$ cat config.mk
export PLATFORM = sky130hd
export DESIGN_NAME = block_content_address_hash_core
export DESIGN_NICKNAME = d
export VERILOG_FILES = /design/src/hdl/bcah_pkg.sv /design/src/hdl/bcah_mul32.sv /design/src/hdl/bcah_mod.sv /design/src/hdl/block_content_address_hash_core.sv
export SDC_FILE = /design/constraint.sdc
export NUM_CORES = 2
export LEC_CHECK = 0
export BUFFER_PORTS_ARGS = -buffer_cell sky130_fd_sc_hd__buf_2
export CAP_MARGIN = 20
export CORE_ASPECT_RATIO = 1.1
export CORE_MARGIN = 5
export CORE_UTILIZATION = 35
export CTS_BUF_LIST = sky130_fd_sc_hd__clkbuf_8 sky130_fd_sc_hd__clkbuf_16
export DETAILED_ROUTE_END_ITERATION = 7
export PLACE_DENSITY_LB_ADDON = 0.1
export SETUP_SLACK_MARGIN = 0.2
export SLEW_MARGIN = 40
export SYNTH_ARGS = -nofsm -noshare
export SYNTH_HDL_FRONTEND = slang
export SYNTH_SLANG_ARGS = --single-unit
$ cat constraint.sdc
create_clock -name clock -period 17.39 [get_ports clock]
set_input_delay 3.478 -clock clock [delete_from_list [all_inputs] [get_ports clock]]
set_output_delay 3.478 -clock clock [all_outputs]
set_load 0.01 [all_outputs]
$ cat src/hdl/bcah_pkg.sv
// ----------------------------------------------------------------------------
// Content address hash package
// Shared constants and small mixing functions for the block hash core.
// ----------------------------------------------------------------------------
`default_nettype none

package bcah_pkg;

   localparam int DIGEST_BYTES = 20;
   localparam int LANE_IDX_W   = $clog2(DIGEST_BYTES);
   localparam int LANE_W       = 8;
   localparam int LANE_SHIFT   = 5;

   localparam int MUL_W        = 32;
   localparam int PROD_W       = 2 * MUL_W;

   localparam int ACC_W        = 64;
   localparam int FOLD_SHIFT   = 33;

   localparam int COUNT_W      = 32;
   localparam int DIV_STEPS    = ACC_W;
   localparam int DIV_CNT_W    = $clog2(DIV_STEPS);

   localparam logic [LANE_W-1:0] LANE_MUL_A = 8'hCD;
   localparam logic [LANE_W-1:0] LANE_MUL_B = 8'h53;
   localparam logic [ACC_W-1:0]  FOLD_MUL_A = 64'hff51afd7ed558ccd;
   localparam logic [ACC_W-1:0]  FOLD_MUL_B = 64'hc4ceb9fe1a85ec53;

   function automatic logic [LANE_W-1:0] lane_xs(input logic [LANE_W-1:0] x);
      return x ^ (x >> LANE_SHIFT);
   endfunction

   function automatic logic [ACC_W-1:0] fold_xs(input logic [ACC_W-1:0] x);
      return x ^ (x >> FOLD_SHIFT);
   endfunction

endpackage

`default_nettype wire

$ cat src/hdl/bcah_mul32.sv
// ----------------------------------------------------------------------------
// Shared multiplier
// One 32 by 32 bit unsigned multiplier with a registered 64-bit product.
// ----------------------------------------------------------------------------
`default_nettype none

module bcah_mul32 (
   input  wire logic                        clock,
   input  wire logic [bcah_pkg::MUL_W-1:0]  op_a,
   input  wire logic [bcah_pkg::MUL_W-1:0]  op_b,
   output logic      [bcah_pkg::PROD_W-1:0] prod_ff
);
   import bcah_pkg::*;

   logic [PROD_W-1:0] prod_in;

   assign prod_in = PROD_W'(op_a) * PROD_W'(op_b);

   always_ff @(posedge clock) begin
      prod_ff <= prod_in;
   end

endmodule

`default_nettype wire

$ cat src/hdl/bcah_mod.sv
// ----------------------------------------------------------------------------
// Iterative modulo unit
// Restoring division of a 64-bit value by a 32-bit divisor, one quotient bit
// per cycle, returning only the remainder. A zero divisor returns zero.
// ----------------------------------------------------------------------------
`default_nettype none

module bcah_mod (
   input  wire logic                         clock,
   input  wire logic                         reset,
   input  wire logic                         start,
   input  wire logic [bcah_pkg::ACC_W-1:0]   dividend,
   input  wire logic [bcah_pkg::COUNT_W-1:0] divisor,
   output logic                              done_ff,
   output logic      [bcah_pkg::COUNT_W-1:0] remainder
);
   import bcah_pkg::*;

   logic                 busy_ff,  busy_in;
   logic                 done_in;
   logic [DIV_CNT_W-1:0] cnt_ff,   cnt_in;
   logic [ACC_W-1:0]     dvd_ff,   dvd_in;
   logic [COUNT_W-1:0]   rem_ff,   rem_in;
   logic [COUNT_W-1:0]   div_ff,   div_in;
   logic [COUNT_W:0]     trial;

   assign trial = {rem_ff, dvd_ff[ACC_W-1]};

   always_comb begin
      busy_in = busy_ff;
      done_in = 1'b0;
      cnt_in  = cnt_ff;
      dvd_in  = dvd_ff;
      rem_in  = rem_ff;
      div_in  = div_ff;
      if (start) begin
         busy_in = 1'b1;
         cnt_in  = '0;
         dvd_in  = dividend;
         rem_in  = '0;
         div_in  = divisor;
      end else if (busy_ff) begin
         dvd_in = dvd_ff << 1;
         cnt_in = cnt_ff + 1'b1;
         if (trial >= {1'b0, div_ff}) begin
            rem_in = COUNT_W'(trial - {1'b0, div_ff});
         end else begin
            rem_in = trial[COUNT_W-1:0];
         end
         if (cnt_ff == DIV_CNT_W'(DIV_STEPS - 1)) begin
            busy_in = 1'b0;
            done_in = 1'b1;
         end
      end
   end

   always_ff @(posedge clock) begin
      if (reset) begin
         busy_ff <= 1'b0;
         done_ff <= 1'b0;
         cnt_ff  <= '0;
      end else begin
         busy_ff <= busy_in;
         done_ff <= done_in;
         cnt_ff  <= cnt_in;
      end
   end

   always_ff @(posedge clock) begin
      dvd_ff <= dvd_in;
      rem_ff <= rem_in;
      div_ff <= div_in;
   end

   assign remainder = (div_ff == '0) ? '0 : rem_ff;

endmodule

`default_nettype wire

$ cat src/hdl/block_content_address_hash_core.sv
// ----------------------------------------------------------------------------
// Block content address hash core
// Mixes the bytes of one storage block into a 20-byte digest, folds the digest
// into a 64-bit hash at the end of the block and returns the hash modulo the
// configured block count as the block index.
// ----------------------------------------------------------------------------
// Each byte transfer runs the byte mix, whose two multiplies go through the
// single shared 32 by 32 multiplier, whose product is registered; no new
// byte is taken until the mixed lane is written. A byte flagged as last adds
// the digest fold and the modulo: the fold works through each of the 20
// digest lanes (every 64-bit multiply is three partial products on the same
// multiplier), then the bit-serial modulo unit runs and the result is shown.
// The next byte is taken while an earlier result still waits on the response
// channel, but the end of a block stalls until its result can be loaded.
// ----------------------------------------------------------------------------
`default_nettype none

module block_content_address_hash_core (
   input  wire logic        clock,
   input  wire logic        reset,
   input  wire logic        req_tvalid,
   output logic             req_tready,
   input  wire logic [7:0]  req_tdata,   // [7:0] data_byte
   input  wire logic        req_tlast,
   output logic             rsp_tvalid,
   input  wire logic        rsp_tready,
   output logic      [31:0] rsp_tdata,   // [31:0] block_index
   input  wire logic        csr_valid,
   output logic             csr_ready,
   input  wire logic [31:0] csr_data
);
   import bcah_pkg::*;

   localparam logic [3:0] S_IDLE    = 4'd0;
   localparam logic [3:0] S_MIX_A   = 4'd1;
   localparam logic [3:0] S_MIX_B   = 4'd2;
   localparam logic [3:0] S_MIX_W   = 4'd3;
   localparam logic [3:0] S_FOLD_LD = 4'd4;
   localparam logic [3:0] S_FOLD_MU = 4'd5;
   localparam logic [3:0] S_MOD_GO  = 4'd6;
   localparam logic [3:0] S_MOD_RUN = 4'd7;
   localparam logic [3:0] S_DONE    = 4'd8;

   logic [3:0]              state_ff,    state_in;
   logic [LANE_IDX_W-1:0]   pos_ff,      pos_in;
   logic [LANE_IDX_W-1:0]   fold_idx_ff, fold_idx_in;
   logic                    last_ff,     last_in;
   logic [LANE_W-1:0]       mix_ff,      mix_in;
   logic [1:0]              sub_ff,      sub_in;
   logic                    csel_ff,     csel_in;
   logic [ACC_W-1:0]        acc_ff,      acc_in;
   logic [ACC_W-1:0]        sum_ff,      sum_in;
   logic [COUNT_W-1:0]      res_ff,      res_in;
   logic                    rsp_vld_ff,  rsp_vld_in;
   logic [COUNT_W-1:0]      rsp_data_ff, rsp_data_in;
   logic [COUNT_W-1:0]      blk_cnt_ff,  blk_cnt_in;
   logic [DIGEST_BYTES-1:0] lane_vld_ff, lane_vld_in;
   logic [LANE_W-1:0]       lanes_ff [DIGEST_BYTES];

   logic                    req_xfer;
   logic                    rsp_load;
   logic                    lane_we;
   logic [LANE_W-1:0]       lane_wdata;
   logic [LANE_IDX_W-1:0]   lane_rd_idx;
   logic [LANE_W-1:0]       lane_rd;
   logic [ACC_W-1:0]        fold_k;
   logic [ACC_W-1:0]        prod_sum;
   logic [MUL_W-1:0]        mul_a;
   logic [MUL_W-1:0]        mul_b;
   logic [PROD_W-1:0]       mul_p;
   logic                    mod_start;
   logic                    mod_done;
   logic [COUNT_W-1:0]      mod_rem;

   bcah_mul32 u_mul (
      .clock   (clock),
      .op_a    (mul_a),
      .op_b    (mul_b),
      .prod_ff (mul_p)
   );

   bcah_mod u_mod (
      .clock     (clock),
      .reset     (reset),
      .start     (mod_start),
      .dividend  (acc_ff),
      .divisor   (blk_cnt_ff),
      .done_ff   (mod_done),
      .remainder (mod_rem)
   );

   assign req_tready = (state_ff == S_IDLE);
   assign req_xfer   = req_tvalid && req_tready;
   assign csr_ready  = 1'b1;
   assign rsp_tvalid = rsp_vld_ff;
   assign rsp_tdata  = rsp_data_ff;
   assign mod_start  = (state_ff == S_MOD_GO);
   assign rsp_load   = (state_ff == S_DONE) && (!rsp_vld_ff || rsp_tready);

   assign lane_rd_idx = (state_ff == S_FOLD_LD) ? fold_idx_ff : pos_ff;
   assign lane_rd     = lane_vld_ff[lane_rd_idx] ? lanes_ff[lane_rd_idx] : '0;
   assign fold_k      = csel_ff ? FOLD_MUL_B : FOLD_MUL_A;
   assign prod_sum    = {sum_ff[ACC_W-1:MUL_W] + mul_p[MUL_W-1:0], sum_ff[MUL_W-1:0]};
   assign lane_we     = (state_ff == S_MIX_W);
   assign lane_wdata  = lane_xs(mul_p[LANE_W-1:0]);

   always_comb begin
      mul_a = '0;
      mul_b = '0;
      case (state_ff)
         S_MIX_A: begin
            mul_a = MUL_W'(mix_ff);
            mul_b = MUL_W'(LANE_MUL_A);
         end
         S_MIX_B: begin
            mul_a = MUL_W'(lane_xs(mul_p[LANE_W-1:0]));
            mul_b = MUL_W'(LANE_MUL_B);
         end
         S_FOLD_MU: begin
            case (sub_ff)
               2'd0: begin
                  mul_a = acc_ff[MUL_W-1:0];
                  mul_b = fold_k[MUL_W-1:0];
               end
               2'd1: begin
                  mul_a = acc_ff[MUL_W-1:0];
                  mul_b = fold_k[ACC_W-1:MUL_W];
               end
               2'd2: begin
                  mul_a = acc_ff[ACC_W-1:MUL_W];
                  mul_b = fold_k[MUL_W-1:0];
               end
               default: begin
                  mul_a = '0;
                  mul_b = '0;
               end
            endcase
         end
         default: begin
            mul_a = '0;
            mul_b = '0;
         end
      endcase
   end

   always_comb begin
      state_in    = state_ff;
      pos_in      = pos_ff;
      fold_idx_in = fold_idx_ff;
      last_in     = last_ff;
      mix_in      = mix_ff;
      sub_in      = sub_ff;
      csel_in     = csel_ff;
      acc_in      = acc_ff;
      sum_in      = sum_ff;
      res_in      = res_ff;
      lane_vld_in = lane_vld_ff;
      blk_cnt_in  = csr_valid ? csr_data : blk_cnt_ff;
      rsp_vld_in  = rsp_tready ? 1'b0 : rsp_vld_ff;
      rsp_data_in = rsp_data_ff;

      case (state_ff)
         S_IDLE: begin
            if (req_xfer) begin
               mix_in   = lane_xs(lane_rd ^ req_tdata);
               last_in  = req_tlast;
               state_in = S_MIX_A;
            end
         end
         S_MIX_A: begin
            state_in = S_MIX_B;
         end
         S_MIX_B: begin
            state_in = S_MIX_W;
         end
         S_MIX_W: begin
            lane_vld_in[pos_ff] = 1'b1;
            pos_in = (pos_ff == LANE_IDX_W'(DIGEST_BYTES - 1)) ? '0 : pos_ff + 1'b1;
            if (last_ff) begin
               fold_idx_in = '0;
               acc_in      = '0;
               state_in    = S_FOLD_LD;
            end else begin
               state_in = S_IDLE;
            end
         end
         S_FOLD_LD: begin
            acc_in   = fold_xs(acc_ff ^ ACC_W'(lane_rd));
            sub_in   = '0;
            csel_in  = 1'b0;
            state_in = S_FOLD_MU;
         end
         S_FOLD_MU: begin
            sub_in = sub_ff + 1'b1;
            case (sub_ff)
               2'd1: begin
                  sum_in = mul_p;
               end
               2'd2: begin
                  sum_in = prod_sum;
               end
               2'd3: begin
                  acc_in = fold_xs(prod_sum);
                  if (!csel_ff) begin
                     csel_in = 1'b1;
                  end else if (fold_idx_ff == LANE_IDX_W'(DIGEST_BYTES - 1)) begin
                     state_in = S_MOD_GO;
                  end else begin
                     fold_idx_in = fold_idx_ff + 1'b1;
                     state_in    = S_FOLD_LD;
                  end
               end
               default: begin
                  sum_in = sum_ff;
               end
            endcase
         end
         S_MOD_GO: begin
            state_in = S_MOD_RUN;
         end
         S_MOD_RUN: begin
            if (mod_done) begin
               res_in   = mod_rem;
               state_in = S_DONE;
            end
         end
         S_DONE: begin
            if (rsp_load) begin
               rsp_vld_in  = 1'b1;
               rsp_data_in = res_ff;
               lane_vld_in = '0;
               pos_in      = '0;
               state_in    = S_IDLE;
            end
         end
         default: begin
            state_in = S_IDLE;
         end
      endcase
   end

   always_ff @(posedge clock) begin
      if (reset) begin
         state_ff    <= S_IDLE;
         pos_ff      <= '0;
         fold_idx_ff <= '0;
         last_ff     <= 1'b0;
         sub_ff      <= '0;
         csel_ff     <= 1'b0;
         acc_ff      <= '0;
         lane_vld_ff <= '0;
         rsp_vld_ff  <= 1'b0;
         blk_cnt_ff  <= COUNT_W'(1);
      end else begin
         state_ff    <= state_in;
         pos_ff      <= pos_in;
         fold_idx_ff <= fold_idx_in;
         last_ff     <= last_in;
         sub_ff      <= sub_in;
         csel_ff     <= csel_in;
         acc_ff      <= acc_in;
         lane_vld_ff <= lane_vld_in;
         rsp_vld_ff  <= rsp_vld_in;
         blk_cnt_ff  <= blk_cnt_in;
      end
   end

   always_ff @(posedge clock) begin
      mix_ff      <= mix_in;
      sum_ff      <= sum_in;
      res_ff      <= res_in;
      rsp_data_ff <= rsp_data_in;
      if (lane_we) begin
         lanes_ff[pos_ff] <= lane_wdata;
      end
   end

endmodule

`default_nettype wire

Word level (Yosys, flattened, before mapping)
Memory sizes are Yosys's and may differ from the RTL's.
Cells that the tools add are included.

cells by class
  muxes and demuxes = 48
  reduce and logical (&&, ||, !) cells = 28
  div/mod/pow operators = 0
  bitwise gates (word level) = 9
  multiply operators = 1
  eq/ne operators = 21
  shift operators = 0
  $add $sub $neg = 6
  order comparisons = 4

operators by type and width
  operator            count
  $mux 64             4
  $pmux 32 s3         2
  $pmux 64 s3         1
  $pmux 32 s2         2
  $pmux 64 s2         1
  $xor 64x31->64      2
  $mul 32x32->64      1
  $xor 64x8->64       1
  $mux 62             1
  $pmux 20 s2         1
  $pmux 4 s9          1
  $mux 5              7
  $ge 33x32->1        1
  $add 32x32->32      1
  $logic_not 32->1    1
  $mux 32             1
  $sub 32x32->32      1
  $mux 20             1
  $mux 4              5
  $or 20x20->20       1
  $pmux 5 s2          2
  $eq 4x3->1 const B  4
  $xor 8x3->8         2
  $lt 5x6->1 const B  2
  35 further kinds    71

word-level totals
  bits in latches = 0
  bits in registers = 471
  RAM bits = 160
  bits of input ports = 46
  memories = 1
  bits in read-only memories = 0
  word-level logic and storage cells = 140

memories
  name      depth  bits a word  read ports  clocked after Yosys merged registers in  wr ports  line                                   source
  lanes_ff  20     8            1           0                                        1         block_content_address_hash_core.sv:58  logic [LANE_W-1:0] lanes_ff [DIGEST_BYTES];

Logic depth before layout (Yosys ltp)
  word-level depth = 8
  depth in mapped cells = 38

Cells and area by module
Synthesis repeated with hierarchy kept, for this count alone.

unflattened totals
  cells, all modules = 6,273
  area, all modules = 62,462.4 um2

modules (own cells, without submodules)
  module                           area each (um2)  cells an instance  seq. area each (um2)  instances
  bcah_mul32                       34,740.8         3,779              1,281.2               1
  block_content_address_hash_core  20,041.7         1,784              11,591.1              1
  bcah_mod                         7,679.9          710                3,683.5               1

Least setup slack after synthesis
Ideal clock, no wire load.

  kind = register -> register
  from = register state_ff[2]
  to = register u_mul.prod_ff[62] in the netlist's numbering
  setup slack = 8.264 ns
  stages on the path, launching flop included = 34
  library setup time = 0.119 ns
  required time = 17.271 ns
  data arrival time = 9.007 ns
  clock period less this slack = 9.126 ns
  cells stage by stage = dfxtp_1 -> buf_2 -> nand2b_1 -> clkbuf_1 -> or2_2 -> clkbuf_1 -> nor2_1 -> clkbuf_1 -> buf_1 -> nand2_1 -> nor2_1 -> inv_1 -> fa_1 -> inv_1 -> fa_1 -> fa_1 -> inv_1 -> fa_1 -> inv_1 -> fa_1 -> fa_1 -> fa_1 -> fa_1 -> ha_1 -> clkbuf_1 -> inv_1 -> or4b_2 -> a311oi_1 -> o2111ai_1 -> o21ba_2 -> o211ai_1 -> o21ai_0 -> a21oi_1 -> xnor2_1

on the way
  cells in the longest elaborated chain, start to end = 3
  elaborated cells between the ends (all ways) = 6
  those cells by class = 1 x mul; 3 x eq/ne; 2 x mux

RTL lines
  what                                line                                    source
  start: declaration                  block_content_address_hash_core.sv:44   logic [3:0] state_ff, state_in;
  start signal: assignment            block_content_address_hash_core.sv:255  state_ff <= state_in;
  $eq 4x3->1 (tied with other cells)  block_content_address_hash_core.sv:110  case (state_ff)
  $pmux 32 s3                         block_content_address_hash_core.sv:110
  $mul 32x32->64 (*)                  bcah_mul32.sv:17                        assign prod_in = PROD_W'(op_a) * PROD_W'(op_b);
  named net u_mul.prod_in[62]         bcah_mul32.sv:15                        logic [PROD_W-1:0] prod_in;
  end signal: assignment              bcah_mul32.sv:20                        prod_ff <= prod_in;
  end: declaration                    bcah_mul32.sv:11                        output logic [bcah_pkg::PROD_W-1:0] prod_ff

Mark *: on every way through the listed nets, which the timed path passes. The rest lies on a longest branch.
A chain may end at the register's enable or synchronous reset.

Final worst setup path
  from = register sub_ff[1]
  to = register u_mul.prod_ff[62] in the netlist's numbering

on the way
  cells in the longest elaborated chain, start to end = 5
  elaborated cells between the ends (all ways) = 10
  those cells by class = 1 x mul; 2 x eq/ne; 4 x mux; 3 x reduce/logical

RTL lines
  what                                line                                    source
  start: declaration                  block_content_address_hash_core.sv:49   logic [1:0] sub_ff, sub_in;
  start signal: assignment            block_content_address_hash_core.sv:259  sub_ff <= sub_in;
  $eq 2x1->1 (tied with other cells)  block_content_address_hash_core.sv:120  case (sub_ff)
  $reduce_or 2->1 (no line)           -
  $pmux 32 s2                         block_content_address_hash_core.sv:120
  $pmux 32 s3                         block_content_address_hash_core.sv:110
  $mul 32x32->64 (*)                  bcah_mul32.sv:17
  named net u_mul.prod_in[62]         bcah_mul32.sv:15

Marked as above.

==> impl_results.md <==
* Outcome: completed
* Chip Width at approximately 400 um
* Top cells by area, synth: fa_1, edfxtp_1, ha_1, dfxtp_1, inv_1
* Nets@finish at about 7000
* Vias at around 42000
* Final HPWL DP at approximately 170 mm
* Layout cell share with drive strength beyond 1 at 0.06874
* Initial DRC count at about 2900
* Sequential area share after synthesis at 0.2845
* Starting Density at 0.3506
* Max Cap Viol at 0
* Net switching share of the total power at 0.2726
* Syn Area/Cell at between 9 and 10 um2
* Worst hold path type: flip-flop to flip-flop
* Routability cong. at ~0.9
* DRC viols at 0
* Final core occ at 0.3830
* Flop pwr share at 0.466
* Crit Path Max Fanout at between 50 and 60
* Critical path data arrival time at about 13 ns
* DRT Wirelength at about 210 mm
* Number of distinct library cells after synthesis at 83
* Synth warn at 0
* Total power at around 3.6 mW
* Commonest non-fill, non-tap cell in the layout: inv_1
* Rows at about 160
* Worst slew pin tran at a little over 1 ns
* WS Path Type: flip-flop to flip-flop
* Commonest non-fill, non-tap cells in the layout: inv_1, fa_1, nand2_1
* Final instance area at approximately 64000 um2
* Clock share of power at 0.390
* Cell repeated most along the worst path: fa_1
* Ys async rst share at 0
* Post-CTS resize count at 0
* Leakage at approximately 30 nW
* Minimum clock period at about 12 ns
* Gate Count Post-Synth at a little under 6000
* Critical path required time at 17.95 ns
* Vias per std cell at slightly above 5
* Die H at ~440 um
* Largest net degree at the start of global routing at 71
* Combinational share of power at 0.144
* Final cell count without fillers at ~8000
* Inst Count DP at roughly 8000
* WL/cell at between 20 and 30 um
* Slowest stage cell on the critical path: nand2_1
* Worst slew margin at 0.3298
* RSZ-0062 raised after global routing: false
* FF+latch count, synth at 631
* Pre-CTS setup slack at just over 5 ns
* GRT Resource Usage Total at 0.2406
* Clock Latency Late Sink at between 0.6 and 0.7 ns
* TritonRoute pass-1 iters at 7
* Critical Path Source: sub_ff[1]$_SDFFE_PP0P_
* Fill cells at ~17000
* Setup crit end kind: flip-flop
* Startpoint types: flip-flop
* Number of port buffers at between 70 and 80
* Crit path largest cell delay at a little under 0.8 ns
* Largest area contributor in the synthesized netlist: fa_1
* Achievable Freq at between 80 and 90 MHz
* Core area at between 150000 and 200000 um2
* Reg clk slew, reported paths at approximately 0.07 ns
* HP Start: res_ff[2]$_SDFFCE_PN0P_
* CTS tree: built
* P_sw at a little under 1 mW
* First-pass GRT wire length at ~310 mm
* Clock skew at slightly below 0.05 ns
* Internal power at roughly 2.6 mW
* Power Density at 56.59 nW/um2
* TNS Setup at 0 ns
* Clock sinks at 631
* Post-CTS Setup Bufs at 0
* Post-Place Cell Area at between 60000 and 70000 um2
* Area share of the largest cell type after synthesis at 0.2900
* Primary FF master, synth: edfxtp_1
* Final ANT Viol Nets at 0
* Die ar. at 174500 um2
* Clock root buffer: clkbuf_16
* VDD IR max at between 0.00007 and 0.00008 V
* Syn Nets at around 7000
* Hold slack final at roughly 0.42 ns
* H-tree Lvls at 2
* Final worst slack at 5.038 ns
* Initial antenna violation count at 5
* Final Hold Vio Count at 0
* EDFF count, synth at a little under 400
* TritonCTS Buffers at around 60
* GRT Residual Overflow at 0
* Reg2Reg Launch Point: sub_ff[1]$_SDFFE_PP0P_
* Final setup viols at 0
* Slew Viols, Final at 0
* Vias in the first global route at 44430
* Fin crit share at 0.7103
* Area Growth Syn to Fin at 9.239%
* Post-Syn Area at ~58000 um2
* CTS max path bufs at 3
* Post-CTS Hold Buffers at 0
* Top Ports at 81
-- metal layers --
metal | global-route usage | vias to the layer above | routed length, um
met1 | 0.3108 | 21470 | 86680
met4 | 0.07503 | 0 | 8299
li1 | - | 18830 | -
met3 | 0.02752 | 302 | 10400
met5 | 0 | - | 0
met2 | 0.4224 | 1304 | 104300
-- critical path, delay by kind of cell, from the launching register on --
family          cells  cell delay (ns)
compound gates      7             1.70
xor+xnor            1             0.12
fa+ha+maj          10             4.81
simple gates        7             3.60
flops               1             0.70
buf+inv             3             1.28
-- layout make-up --
| type | count | area, um2 | area share |
|---|---|---|---|
| Inverter | 1108 | 4160 | 0.06545 |
| Clock inverter | 47 | 426.7 | 0.006712 |
| Tap cell | 2226 | 2785 | 0.04381 |
| Antenna cell | 4 | 10.01 | 0.0001575 |
| Timing Repair Buffer | 172 | 1115 | 0.01754 |
| Sequential cell | 631 | 16560 | 0.2605 |
| Clock buffer | 69 | 1682 | 0.02645 |
| Multi-Input combinational cell | 3894 | 36830 | 0.5794 |
-- final timing paths --
kind	end	slack [ns]	depth (start not counted)
worst max register to register	u_mul.prod_ff[62]$_DFF_P_	5.04	28
worst max-delay path	u_mul.prod_ff[62]$_DFF_P_	5.04	28
worst min register to register	rsp_tdata[2]$_DFFE_PP_	0.42	0
worst min-delay path	rsp_tdata[2]$_DFFE_PP_	0.42	0
-- cells in the mapped netlist (all sizes together) (24+ instances only) --
cell    number
mux2        37
nor2       468
a22oi       53
xnor2      124
fa         843
xor2        73
nand3       94
a211oi      28
o21a        24
nand4       37
clkbuf     170
nor3        56
inv       1096
mux2i       71
buf         45
nand2      688
dfxtp      239
o21ai      150
a21oi      218
nor2b       80
and3        35
a21o        85
and2        31
ha         384
a31oi       41
edfxtp     392
-- sequential cells by signal, summed over array words and instances (netlist names), 6 cells and up --
| register | count |
|---|---|
| u_mod.cnt_ff | 6 |
| lane_vld_ff | 20 |
| u_mod.rem_ff | 32 |
| u_mul.prod_ff | 64 |
| lanes_ff | 160 |
| res_ff | 32 |
| u_mod.div_ff | 32 |
| acc_ff | 64 |
| mix_ff | 8 |
| rsp_tdata | 32 |
| sum_ff | 64 |
| u_mod.dvd_ff | 64 |
| blk_cnt_ff | 32 |
-- power by group through the flow --
stage	clock network (mW)	logic, mW	registers [mW]
after floorplan	0	0.345	1.70
after global placement	0	0.515	1.71
after detailed placement	0	0.516	1.71
after CTS	1.44	0.520	1.68
after global routing	1.50	0.571	1.68
final	1.40	0.518	1.68
-- logic make-up after synthesis --
group,synth area share
and+or+nand+nor,0.1183
buffers and inverters,0.08629
DFF,0.2845
other,0.00006444
AOI/OAI and AO/OA,0.08611
xor gates and xnor gates,0.02965
adders and majority gates,0.3726
muxes,0.02253
Note: power is estimated with default switching activity, not from simulation.
